<file path="config.mk">
export PLATFORM = sky130hd
export DESIGN_NAME = button_debounce_hold_detector
export DESIGN_NICKNAME = d
export VERILOG_FILES = /design/src/hdl/bdhd_pkg.sv /design/src/hdl/button_debounce_hold_detector.sv
export SDC_FILE = /design/constraint.sdc
export NUM_CORES = 1
export LEC_CHECK = 0
export BUFFER_PORTS_ARGS = -buffer_cell sky130_fd_sc_hd__buf_4
export CELL_PAD_IN_SITES_DETAIL_PLACEMENT = 1
export CELL_PAD_IN_SITES_GLOBAL_PLACEMENT = 1
export CORE_UTILIZATION = 45
export DETAILED_ROUTE_END_ITERATION = 8
export HOLD_SLACK_MARGIN = 0.06
export PLACE_DENSITY_LB_ADDON = 0.1
export SLEW_MARGIN = 10
export SYNTH_ARGS = -nofsm -noshare
export SYNTH_HDL_FRONTEND = slang
export SYNTH_SLANG_ARGS = --single-unit
</file>
<file path="constraint.sdc">
create_clock -name clk -period 5.55 [get_ports clk]
set_input_delay 1.11 -clock clk [delete_from_list [all_inputs] [get_ports clk]]
set_output_delay 1.11 -clock clk [all_outputs]
set_load 0.02 [all_outputs]
</file>
<file path="src/hdl/bdhd_pkg.sv">
// Package for the button debouncer with hold detection.
// Types, widths and register index codes. No dependencies.
`timescale 1ns / 1ps

package bdhd_pkg;

    // Width of the saturating age counters (range 4 to 32)
    localparam int AGE_BITS   = 16;
    // Width of the configuration registers
    localparam int LIMIT_BITS = 16;
    // Common width for comparing an age against a limit
    localparam int CMP_BITS   = (AGE_BITS > LIMIT_BITS) ? AGE_BITS : LIMIT_BITS;

    typedef logic [AGE_BITS-1:0]   age_t;
    typedef logic [LIMIT_BITS-1:0] limit_t;
    typedef logic [CMP_BITS-1:0]   cmp_t;

    typedef enum logic [0:0] {
        CFG_DEBOUNCE_LIMIT = 1'b0,
        CFG_HOLD_LIMIT     = 1'b1
    } cfg_index_t;

    localparam limit_t DEBOUNCE_LIMIT_RESET = LIMIT_BITS'(20);
    localparam limit_t HOLD_LIMIT_RESET     = LIMIT_BITS'(1000);

endpackage

</file>
<file path="src/hdl/button_debounce_hold_detector.sv">
// Button debouncer with press and hold (long-press) event detection.
// Top level; depends on bdhd_pkg.
//
// Usage:
//   Input channel (in_valid/in_ready) carries one pin sample per beat:
//   raw_level (active low), ms_tick (one millisecond elapsed since the
//   previous beat) and suppress_request.
//   Output channel (out_valid/out_ready) returns exactly one result per
//   input beat: press_event, hold_event, debounced_level, hold_blocked.
//   Configuration: cfg_we writes cfg_data into register cfg_index
//   (0 debounce_limit, 1 hold_limit) at the clock edge; write only while
//   the block is idle.
//   Result: the result of a beat is registered and valid in the cycle after acceptance.
//   Throughput: one beat per cycle unless a held result stalls; the
//   whole update is a pair of counter increments and limit compares
//   between the state registers and the result register.
//   Stalls: a held result blocks the input only while out_ready is low;
//   in_ready = !out_valid || out_ready.
//   Reset: button assumed released, ages cleared, no result pending,
//   limits back to 20 ms and 1000 ms.
`timescale 1ns / 1ps

module button_debounce_hold_detector
    import bdhd_pkg::*;
(
    input  logic             clk,
    input  logic             rst_n,

    input  logic             cfg_we,
    input  logic [0:0]       cfg_index,
    input  limit_t           cfg_data,

    input  logic             in_valid,
    output logic             in_ready,
    input  logic             raw_level,
    input  logic             ms_tick,
    input  logic             suppress_request,

    output logic             out_valid,
    input  logic             out_ready,
    output logic             press_event,
    output logic             hold_event,
    output logic             debounced_level,
    output logic             hold_blocked
);

    limit_t debounce_limit_reg;
    limit_t hold_limit_reg;

    logic   previous_raw_reg, previous_raw_next;
    age_t   raw_age_reg,      raw_age_next;
    logic   stable_level_reg, stable_level_next;
    age_t   press_age_reg,    press_age_next;
    logic   hold_done_reg,    hold_done_next;
    logic   suppressed_reg,   suppressed_next;

    logic   out_valid_reg;
    logic   press_event_reg,  press_event_next;
    logic   hold_event_reg,   hold_event_next;

    logic   accept;

    assign in_ready        = !out_valid_reg || out_ready;
    assign accept          = in_valid && in_ready;
    assign out_valid       = out_valid_reg;
    assign press_event     = press_event_reg;
    assign hold_event      = hold_event_reg;
    assign debounced_level = stable_level_reg;
    assign hold_blocked    = suppressed_reg;

    always_comb
    begin
        previous_raw_next = previous_raw_reg;
        raw_age_next      = raw_age_reg;
        stable_level_next = stable_level_reg;
        press_age_next    = press_age_reg;
        hold_done_next    = hold_done_reg;
        suppressed_next   = suppressed_reg;
        press_event_next  = 1'b0;
        hold_event_next   = 1'b0;

        // saturating millisecond ages
        if (ms_tick)
        begin
            if (raw_age_next != '1)
            begin
                raw_age_next = raw_age_next + AGE_BITS'(1);
            end
            if (press_age_next != '1)
            begin
                press_age_next = press_age_next + AGE_BITS'(1);
            end
        end

        if (raw_level != previous_raw_next)
        begin
            previous_raw_next = raw_level;
            raw_age_next      = '0;
        end

        if (CMP_BITS'(raw_age_next) >= CMP_BITS'(debounce_limit_reg))
        begin
            if (raw_level)
            begin
                suppressed_next = 1'b0;
            end
            if (raw_level != stable_level_next)
            begin
                stable_level_next = raw_level;
                hold_done_next    = 1'b0;
                if (!raw_level)
                begin
                    press_age_next   = '0;
                    press_event_next = 1'b1;
                end
            end
        end

        if (!stable_level_next && !hold_done_next && !suppressed_next &&
            CMP_BITS'(press_age_next) >= CMP_BITS'(hold_limit_reg))
        begin
            hold_done_next  = 1'b1;
            hold_event_next = 1'b1;
        end

        if (suppress_request && (!previous_raw_next || !stable_level_next))
        begin
            suppressed_next = 1'b1;
        end
    end

    // configuration registers
    always_ff @(posedge clk or negedge rst_n)
    begin
        if (!rst_n)
        begin
            debounce_limit_reg <= DEBOUNCE_LIMIT_RESET;
            hold_limit_reg     <= HOLD_LIMIT_RESET;
        end
        else if (cfg_we)
        begin
            unique case (cfg_index_t'(cfg_index))
                CFG_DEBOUNCE_LIMIT: debounce_limit_reg <= cfg_data;
                CFG_HOLD_LIMIT:     hold_limit_reg     <= cfg_data;
                default:            ;
            endcase
        end
    end

    // debounce state and result valid
    always_ff @(posedge clk or negedge rst_n)
    begin
        if (!rst_n)
        begin
            previous_raw_reg <= 1'b1;
            raw_age_reg      <= '0;
            stable_level_reg <= 1'b1;
            press_age_reg    <= '0;
            hold_done_reg    <= 1'b0;
            suppressed_reg   <= 1'b0;
            out_valid_reg    <= 1'b0;
        end
        else
        begin
            if (accept)
            begin
                previous_raw_reg <= previous_raw_next;
                raw_age_reg      <= raw_age_next;
                stable_level_reg <= stable_level_next;
                press_age_reg    <= press_age_next;
                hold_done_reg    <= hold_done_next;
                suppressed_reg   <= suppressed_next;
                out_valid_reg    <= 1'b1;
            end
            else if (out_ready)
            begin
                out_valid_reg    <= 1'b0;
            end
        end
    end

    // event flags of the pending result
    always_ff @(posedge clk)
    begin
        if (accept)
        begin
            press_event_reg <= press_event_next;
            hold_event_reg  <= hold_event_next;
        end
    end

endmodule
</file>
==> results of run 1 <==
[cell usage after synthesis, drive strengths merged (7+ instances only)]
cell type / n
and4: 7
xnor2: 12
a22o: 8
nand4: 12
a21oi: 26
and2: 7
nand2: 51
nor3: 11
clkbuf: 15
xor2: 11
dfstp: 10
dfrtp: 59
o21ai: 41
o211ai: 8
inv: 42
a21o: 8
buf: 7
mux2: 21
nand3: 9
ha: 36
o31ai: 8
nor2: 40
[power by group through the flow]
stage | Clock, mW | Combinational, mW | Sequential [mW]
detailed placement | 0 | 0.329 | 0.635
global placement | 0 | 0.315 | 0.631
CTS | 0.439 | 0.335 | 0.625
global route | 0.462 | 0.372 | 0.634
floorplan | 0 | 0.215 | 0.620
finish | 0.425 | 0.331 | 0.626
[cells in the final DEF (no fill, tap or decap), types with 4 or more instances in the layout]
cell type	n
and3_1	6
clkbuf_8	10
nand2_1	50
a31oi_1	4
nor3_1	10
mux2_2	20
xnor2_1	12
nor2_1	39
o21ai_0	37
a21oi_1	26
and4_1	7
o211ai_1	8
nand2b_1	5
a22o_1	8
nand3_1	9
a21o_1	8
ha_1	36
o31ai_1	8
inv_1	42
dfrtp_1	59
xor2_1	11
nand4_1	12
dfstp_2	10
nor4_1	6
o21ai_1	4
buf_4	45
and2_1	7
[worst reg2reg max path: cells and delay by family (launching register included)]
family,cells,cell delay (ns)
AOI/OAI and AO/OA,9,1.88
xor gates and xnor gates,1,0.14
adders and majority gates,2,0.60
buffers and inverters,3,0.53
DFF,1,0.50
and+or+nand+nor,7,1.16
[kinds of logic (layout without fill, tap and decap cells)]
logic type               count (synthesis)  in the layout  synth area share, %
multiplexers                            24             24                 5.87
AO/OA/AOI/OAI                          127            127                 18.3
AND/OR/NAND/NOR                        161            161                 17.1
XOR/XNOR                                23             23                 4.38
buffers and inverters                   64            105                 5.44
flip-flops                              71             71                 39.1
adder cells (fa/ha/maj)                 36             36                 9.79
[cell type report]
class | instances | area [sq um] | share of cell area (%)
multi-input cells | 371 | 2570 | 48.9
flip-flops and latches | 71 | 1800 | 34.2
repair buffers | 47 | 369 | 7.01
well taps | 133 | 166 | 3.16
inverters | 42 | 158 | 3.00
clock buffers | 11 | 141 | 2.69
clock inverters | 5 | 57.6 | 1.09
[per-layer routing]
metal  GRT usage, %  part of all wire, %  vias to the layer above
met5              0                    0                        -
met2           42.2                   48                       62
met4           6.28                  1.1                        0
met1           33.4                   48                     1950
met3           4.88                  3.1                       11
li1               -                    -                     1878
[through the flow]
stage	worst slack, ns	hold slack (ns)	instance area (sq um)	util [%]
final	0.369	0.506	5260	53.6
after global placement	0.277	0.490	5030	51.2
after detailed placement	0.0438	0.494	5030	51.2
after CTS	0.311	0.513	5230	53.3
after global routing	0.0310	0.520	5260	53.6
after floorplan	0.0834	0.479	4600	-
[path summary, 6_finish.rpt]
kind,cells past startpoint,to,slack (ns),startpoint
max,23,hold_event$_DFFE_PP_,0.37,ms_tick
min,1,hold_limit_reg[10]$_DFFE_PN0P_,0.51,hold_limit_reg[10]$_DFFE_PN0P_
max reg2reg,22,hold_event$_DFFE_PP_,0.47,raw_age_reg[8]$_DFFE_PN0P_
min reg2reg,1,hold_limit_reg[10]$_DFFE_PN0P_,0.51,hold_limit_reg[10]$_DFFE_PN0P_
max in group asynchronous,1,debounce_limit_reg[6]$_DFFE_PN0P_,4.08,rst_n
min in group asynchronous,1,press_age_reg[11]$_DFFE_PN0P_,0.87,rst_n
[timing repair]
item / CTS / global route
buffers inserted: 0 / 3
setup endpoints to repair: 0 / 1
gates resized for setup: 0 / 3
==> results.md, run 1 <==
- Clock share of power: 30.8%
- Crit path top cell by count: buf_4
- Setup violators final: 0
- Worst slew margin: 28.6%
- CP required: 5.64 ns
- Peak VDD IR: 0.153 mV
- Top Family by Delay on Critical Path: compound AO/OA/AOI/OAI gates
- RD Place Congestion: 0.879
- Post-Syn Instances: 506
- Final min period: 5.18 ns
- Run status: finished clean
- Final setup skew: 0.0136 ns
- TritonCTS Sinks: 71
- Num rows: 36
- Largest net degree at the start of global routing: 70
- Hold Buf Count CTS: 0
- Syn. warnings: 0
- Starting Density: 46.9%
- First DRT Iteration DRCs: 130
- Post-synth top flop: dfrtp_1
- Non-Filler Instances: 680
- RSZ-0062 raised after global routing: false
- Die Wd: 103 um
- Number of global-route vias before repair: 4084
- Drt first pass iters: 4
- Detailed placement HPWL: 8960 um
- Power share of the sequential group: 45.3%
- Final Power: 1.38 mW
- Chip height: 103 um
- LEAKAGE: 2.42 nW
- Initial antenna violation count: 0
- Via count: 3901
- Slowest CP cell: ha_1
- Crit path launch type: input port
- Worst-path fanout max: 13
- Final hold violation count: 0
- H-tree lvl count: 3
- Max-cap viol count: 0
- Netlist cell types: 56
- Avg Vias per Cell: 5.74
- Post-Syn Area: 4600 sq um
- CTS buffer count: 9
- Layout cells sized above 1: 19.0%
- NetSw: 0.438 mW
- Setup TNS: 0 ns
- Asr flop ratio synth: 97.2%
- Pin slew with the least headroom to its limit: 1.07 ns
- Post-route DRC: 0
- Fill count: 1206
- Max incr delay on CP: 0.32 ns
- Core area: 9820 sq um
- DR WL/cell: 17.9 um
- Hold Path Class: register to register
- Die ar.: 10600 sq um
- Net Sw Frac: 31.7%
- P&R area growth vs syn: 14.4%
- Leading area contributor after synthesis: dfrtp_1
- Crit path kind: input port to register
- IO Pins: 31
- Worst-skew pair later-pin latency: 0.35 ns
- First-pass GRT wire length: 20300 um
- Post-synth EDFFs: 2
- Root buffer cell: clkbuf_8
- Clk slew on worst S/H paths: 0.08 ns
- Total GRT Usage: 25.2%
- # diodes: 0
- Fin crit share: 93.4%
- Post-synth top area share: 32.1%
- #FFs+latches synth: 71
- Comb power frac: 24.0%
- Syn Area/Cell: 9.09 sq um
- Synthesized net count: 567
- Critical path buffer and inverter count: 4
- P_int: 0.944 mW
- CP Capture Type: register
- Grt total ovfl: 0
- CTS tree: yes
- Layout net count: 603
- IO Port Bufs: 30
- Placed insts: 661
- Crit path DAT: 5.27 ns
- Fmax: 0.193 GHz
- CTS Buffer Depth: 2
- Top cells by area, synth: dfrtp_1, ha_1, dfstp_2
- Total wire length: 12200 um
- Max-slew violations: 0
- Post-DRT Antenna Nets: 0
- Seq/Total Area, Yosys: 39.1%
- Ordered list of cells on the worst path: buf_4 > and3_1 > and3_1 > o211a_1 > nand3_1 > xnor2_1 > nor2_1 > ha_1 > nand4_1 > a211oi_1 > a32oi_2 > a311oi_4 > buf_6 > a21oi_1 > ha_1 > o211ai_1 > a21oi_1 > nor4_1 > buf_4 > o211ai_1 > a221oi_1 > buf_4 > nor3_1
- PwrDens: 263 nW/um^2
Note: power is estimated with default switching activity, not from simulation.
==> run 2, diff against run 1 <==
--- a/config.mk
+++ b/config.mk
@@ -6,6 +6,7 @@
 export NUM_CORES = 1
 export LEC_CHECK = 0
 export BUFFER_PORTS_ARGS = -buffer_cell sky130_fd_sc_hd__buf_4
+export CAP_MARGIN = 20
 export CELL_PAD_IN_SITES_DETAIL_PLACEMENT = 1
 export CELL_PAD_IN_SITES_GLOBAL_PLACEMENT = 1
 export CORE_UTILIZATION = 45
==> constraint.sdc (replaced) <==
create_clock -name clk -period 5.55 [get_ports clk]
set_input_delay 0.2775 -clock clk [delete_from_list [all_inputs] [get_ports clk]]
set_output_delay 0.2775 -clock clk [all_outputs]
set_load 0.02 [all_outputs]
==> results.md, run 2 (same netlist as run 1, synthesis figures left out) <==
- Grt total ovfl: 0 (unchanged)
- CTS buffer count: 9 (unchanged)
- Chip height: 103 um (unchanged)
- Starting Density: 46.9% (unchanged)
- Peak VDD IR: 0.185 mV (+21%)
- Crit path launch type: register
- Worst-path fanout max: 19 (+6)
- Total wire length: 12400 um (+1.7%)
- Die ar.: 10600 sq um (unchanged)
- Final hold violation count: 0 (unchanged)
- Detailed placement HPWL: 8910 um (-0.49%)
- DR WL/cell: 18.4 um (+2.9%)
- CTS Buffer Depth: 2 (unchanged)
- Clk slew on worst S/H paths: 0.08 ns (about the same)
- Number of global-route vias before repair: 4063 (-0.51%)
- Net Sw Frac: 30.6% (-1.1 points)
- First-pass GRT wire length: 20200 um (-0.24%)
- Final core utilization: 53.2% (-0.34 points)
- Setup TNS: 0 ns (unchanged)
- IO Pins: 31 (unchanged)
- Max-cap viol count: 0 (unchanged)
- Clock share of power: 33.7% (+2.9 points)
- Core area: 9820 sq um (unchanged)
- Total GRT Usage: 25.1% (-0.040 points)
- RSZ-0062 raised after global routing: false
- Avg Vias per Cell: 5.82 (+1.4%)
- Via count: 3910 (+0.23%)
- PwrDens: 274 nW/um^2 (+4.2%)
- Post-route DRC: 0 (unchanged)
- Highest-count cells in the layout ignoring fill and taps: dfrtp_1, nand2_1, inv_1
- Post-DRT Antenna Nets: 0 (unchanged)
- TritonCTS Sinks: 71 (unchanged)
- P&R area growth vs syn: 13.7%
- RD Place Congestion: 0.821 (-6.7%)
- IO Port Bufs: 30 (unchanged)
- Worst-skew pair later-pin latency: 0.35 ns (about the same)
- Power share of the sequential group: 43.6% (-1.7 points)
- Initial antenna violation count: 0 (unchanged)
- FF+latch area: 1800 sq um (unchanged)
- CTS tree: yes
- # diodes: 0 (unchanged)
- CP Capture Type: register
- Area of the multi-input gates: 2580 sq um (+0.24%)
- Final min period: 5.11 ns (-0.0746 ns)
- Fill count: 1175 (-2.6%)
- CP required: 5.65 ns (about the same)
- Cell area after placement: 4970 sq um (-1.3%)
- Design Area, Final: 5230 sq um (-0.64%)
- Die Wd: 103 um (unchanged)
- Layout net count: 595 (-1.3%)
- Drt first pass iters: 4 (unchanged)
- Most common cell after layout, fill and taps aside: dfrtp_1
- Root buffer cell: clkbuf_8
- H-tree lvl count: 3 (unchanged)
- Fin crit share: 92.0% (-1.3 points)
- Comb power frac: 22.7% (-1.3 points)
- Fmax: 0.196 GHz (+1.5%)
- Crit path DAT: 5.20 ns (-0.07 ns)
- NetSw: 0.437 mW (-0.20%)
- Final setup skew: 0.0113 ns (-0.00232 ns)
- Worst slew margin: 38.4% (+9.8 points)
- Crit path kind: register to register
- Num rows: 36 (unchanged)
- Largest net degree at the start of global routing: 70 (unchanged)
- P_int: 0.994 mW (+5.3%)
- Setup violators final: 0 (unchanged)
- R2r setup slk: 0.44 ns (-0.03 ns)
- First DRT Iteration DRCs: 142 (+9.2%)
- LEAKAGE: 2.40 nW (-0.65%)
- Max-slew violations: 0 (unchanged)
- Hold Path Class: input port to asynchronous set/reset pin
- Pin slew with the least headroom to its limit: 0.924 ns (-0.142 ns)
- Layout cells sized above 1: 17.8% (-1.2 points)
- Run status: finished clean
-- run 2: repair_timing --
action / CTS / global route
hold buffers: 0 / 0
setup buffers: 0 / 1
endpoints found under the setup margin: 0 / 2
gates resized for setup: 0 / 4
-- run 2: metrics by stage --
step | cells | hold WS [ns] | setup slack (ns) | power (mW)
6_report | 672 | 0.0248 | 0.443 | 1.43
5_1_grt | 672 | 0.120 | 0.00851 | 1.51
4_1_cts | 670 | 0.0852 | 0.196 | 1.44
3_5_place_dp | 654 | 0.474 | 0.286 | 0.950
3_3_place_gp | 654 | 0.465 | 0.495 | 0.930
2_1_floorplan | 506 | -0.0181 | 0.656 | 0.835
-- run 2: cell type report --
cell class | instances | share of cell area, %
Clock buffer | 13 | 3.04
Clock inverter | 3 | 1.24
Inverter | 42 | 3.02
Multi-Input combinational cell | 371 | 49.3
Sequential cell | 71 | 34.4
Tap cell | 133 | 3.18
Timing Repair Buffer | 39 | 5.81
-- run 2: power groups by stage --
stage | clock network, mW | logic, mW | registers [mW]
after floorplan | 0 | 0.215 | 0.620
after global placement | 0 | 0.301 | 0.629
after detailed placement | 0 | 0.318 | 0.633
after CTS | 0.495 | 0.325 | 0.624
after global routing | 0.515 | 0.365 | 0.632
final | 0.482 | 0.325 | 0.624
-- run 2: metal layers --
metal | part of all wire, % | vias to the layer above | GRT usage (%) | routed length [um]
li1 | - | 1856 | - | -
met1 | 47 | 1970 | 33.3 | 5780
met2 | 48 | 64 | 41.3 | 5970
met3 | 3.1 | 20 | 4.00 | 389
met4 | 1.8 | 0 | 9.53 | 226
met5 | 0 | - | 0 | 0
-- run 2: worst max-delay path, cell delays in order (launching register included) --
cell and delay [ns]:
dfrtp_1 0.42, ha_1 0.19, and2_1 0.14, nand4_1 0.28
o211a_1 0.39, nand3_1 0.15, xor2_1 0.16, nor2_1 0.06
ha_1 0.30, nand4_1 0.12, a211oi_1 0.28, a32oi_2 0.20
a311oi_4 0.37, buf_6 0.25, nor2_1 0.08, ha_1 0.31
and3_1 0.21, a221oi_2 0.31, o211ai_1 0.21, a221oi_2 0.34
nor3_1 0.08
-- run 2: path summary, 6_finish.rpt --
path,from,end,cells past startpoint
max,raw_age_reg[0]$_DFFE_PN0P_,hold_event$_DFFE_PP_,20
min,rst_n,press_age_reg[11]$_DFFE_PN0P_,1
max reg2reg,raw_age_reg[0]$_DFFE_PN0P_,hold_event$_DFFE_PP_,20
min reg2reg,hold_limit_reg[1]$_DFFE_PN0P_,hold_limit_reg[1]$_DFFE_PN0P_,1
max in group asynchronous,rst_n,raw_age_reg[0]$_DFFE_PN0P_,1
min in group clk,in_valid,out_valid$_DFFE_PN0P_,2
==> run 3, diff against run 2 <==
==> constraint.sdc (replaced) <==
create_clock -name clk -period 5.55 [get_ports clk]
set_input_delay 0.555 -clock clk [delete_from_list [all_inputs] [get_ports clk]]
set_output_delay 0.555 -clock clk [all_outputs]
set_load 0.02 [all_outputs]
==> results.md, run 3 (same netlist as run 1, synthesis figures left out) <==
- Run status: finished clean
- Total GRT Usage: 24.2% (-0.93 points)
- PwrDens: 270 nW/um^2 (-1.5%)
- Critical path buffer and inverter count: 1 (unchanged)
- Core area: 9820 sq um (unchanged)
- CP Capture Type: register
- LEAKAGE: 2.39 nW (-0.65%)
- Die Wd: 103 um (unchanged)
- Final Power: 1.40 mW (-2.0%)
- Via count: 3838 (-1.8%)
- R2r worst-path depth: 19 (-5.0%)
- Fin crit share: 94.1% (+2.1 points)
- IO Port Bufs: 30 (unchanged)
- TritonCTS Sinks: 71 (unchanged)
- Setup TNS: 0 ns (unchanged)
- # diodes: 0 (unchanged)
- Final core utilization: 53.0% (-0.29 points)
- CP required: 5.62 ns (-0.03 ns)
- Max-slew violations: 0 (unchanged)
- Starting Density: 46.9% (unchanged)
- Final hold violation count: 0 (unchanged)
- Fill count: 1198 (+2.0%)
- Num rows: 36 (unchanged)
- Avg Vias per Cell: 5.73 (-1.5%)
- Final setup skew: 0.0162 ns (+0.00486 ns)
- Slowest CP cell: dfrtp_1
- Number of global-route vias before repair: 3925 (-3.4%)
- Max-cap viol count: 0 (unchanged)
- Initial antenna violation count: 0 (unchanged)
- Critical R2R Capture: hold_event$_DFFE_PP_
- FF+latch area: 1800 sq um (unchanged)
- Final min period: 5.22 ns (+0.116 ns)
- Highest-count cells in the layout ignoring fill and taps: dfrtp_1, nand2_1, inv_1
- RD Place Congestion: 0.845 (+3.0%)
- Hold Path Class: input port to asynchronous set/reset pin
- Clk slew on worst S/H paths: 0.09 ns (about the same)
- Layout cells sized above 1: 17.5% (-0.31 points)
- Worst setup margin: 0.327 ns (-0.116 ns)
- Largest net degree at the start of global routing: 70 (unchanged)
- Worst-path fanout max: 15 (-4)
- Max incr delay on CP: 0.49 ns (+0.07 ns)
- WHS: 0.323 ns (+0.298 ns)
- IO Pins: 31 (unchanged)
- Post-route DRC: 0 (unchanged)
- Area of the multi-input gates: 2580 sq um (unchanged)
- Peak VDD IR: 0.114 mV (-38%)
- P&R area growth vs syn: 13.0%
- Pin slew with the least headroom to its limit: 0.905 ns (-0.0189 ns)
- Layout net count: 593 (-0.34%)
- Grt total ovfl: 0 (unchanged)
- First DRT Iteration DRCs: 141 (-0.70%)
- CTS tree: yes
- Cell area after placement: 4950 sq um (-0.30%)
- CTS Buffer Depth: 2 (unchanged)
- CTS buffer count: 9 (unchanged)
- Drt first pass iters: 4 (unchanged)
- Ordered list of cells on the worst path: and4_1 > nand4_1 > o211a_1 > nand3_1 > xor2_1 > nor2_1 > ha_1 > nand4_1 > a211oi_1 > a32oi_2 > a311oi_4 > buf_4 > nor2_1 > ha_1 > and3_1 > a221oi_2 > o211ai_1 > a221oi_2 > nor3_1
- Placed insts: 652 (-0.31%)
- Die ar.: 10600 sq um (unchanged)
- Design Area, Final: 5200 sq um (-0.55%)
- Crit path DAT: 5.30 ns (+0.10 ns)
- Worst-skew pair later-pin latency: 0.35 ns (about the same)
- Non-Filler Instances: 670 (-0.30%)
- Most common cell after layout, fill and taps aside: dfrtp_1
- H-tree lvl count: 3 (unchanged)
- Top Family by Delay on Critical Path: compound AO/OA/AOI/OAI gates
- Setup violators final: 0 (unchanged)
- R2r setup slk: 0.33 ns (-0.12 ns)
- Detailed placement HPWL: 8780 um (-1.5%)
- Fmax: 0.191 GHz (-2.2%)
- Worst slew margin: 39.7% (+1.3 points)
- First-pass GRT wire length: 19500 um (-3.3%)
- Total wire length: 12100 um (-1.9%)
- Post-DRT Antenna Nets: 0 (unchanged)
- Crit path launch type: register
- DP Worst Slack: 0.0614 ns (-0.225 ns)
- DR WL/cell: 18.1 um (-1.6%)
- Chip height: 103 um (unchanged)
- Crit path kind: register to register
- Reg2reg start: raw_age_reg[8]$_DFFE_PN0P_
- Root buffer cell: clkbuf_8
-- run 3: changes by cell type in the layout (fill, tap and decap cells not counted) --
cell / change
clkbuf_8: -2
buf_6: -1
clkinv_4: +2
buf_4: -1
o21ai_1: -1
o21ai_0: +1
-- run 3: power by group --
group	leakage [nW]	switching (mW)	internal, mW	total (mW)
registers	0.873	0.0441	0.580	0.624
clock network	0.107	0.207	0.255	0.462
logic	1.41	0.183	0.132	0.316
-- run 3: final cells by class --
type	count	share of cell area, %
inverters	42	3.03
clock buffers	11	2.53
well taps	133	3.20
flip-flops and latches	71	34.6
repair buffers	37	5.49
multi-input cells	371	49.6
clock inverters	5	1.59
-- run 3: routing by layer --
metal	global-route usage, %	vias up	wire length [um]
met2	39.5	63	5790
met4	7.04	0	155
met1	33.8	1909	5820
met3	2.85	14	360
li1	-	1852	-
met5	0	-	0
-- run 3: worst max path at each step --
stage / startpoint / endpoint / slack [ns] / cells past startpoint
final: raw_age_reg[8]$_DFFE_PN0P_ / hold_event$_DFFE_PP_ / 0.33 / 19
after global routing: raw_age_reg[8]$_DFFE_PN0P_ / hold_event$_DFFE_PP_ / -0.03 / 19
after CTS: raw_age_reg[8]$_DFFE_PN0P_ / hold_event$_DFFE_PP_ / 0.17 / 19
after detailed placement: ms_tick / hold_event$_DFFE_PP_ / 0.06 / 20
after global placement: ms_tick / hold_event$_DFFE_PP_ / 0.32 / 20
after floorplan: raw_level / hold_event$_DFFE_PP_ / 0.64 / 20
-- run 3: worst reg2reg max path: cells and delay by family (launching register included) --
kind	cells	cell delay, ns
AO/OA/AOI/OAI	7	2.12
AND/OR/NAND/NOR	8	1.21
adder cells (fa/ha/maj)	2	0.65
flip-flops	1	0.49
buffers and inverters	1	0.28
XOR/XNOR	1	0.21
-- run 3: what timing repair did --
action                     CTS  global route
setup endpoints to repair    0             2
buffers inserted             0             1
gates resized for setup      0             2
hold buffers                 0             0
hold endpoints to repair     0             0
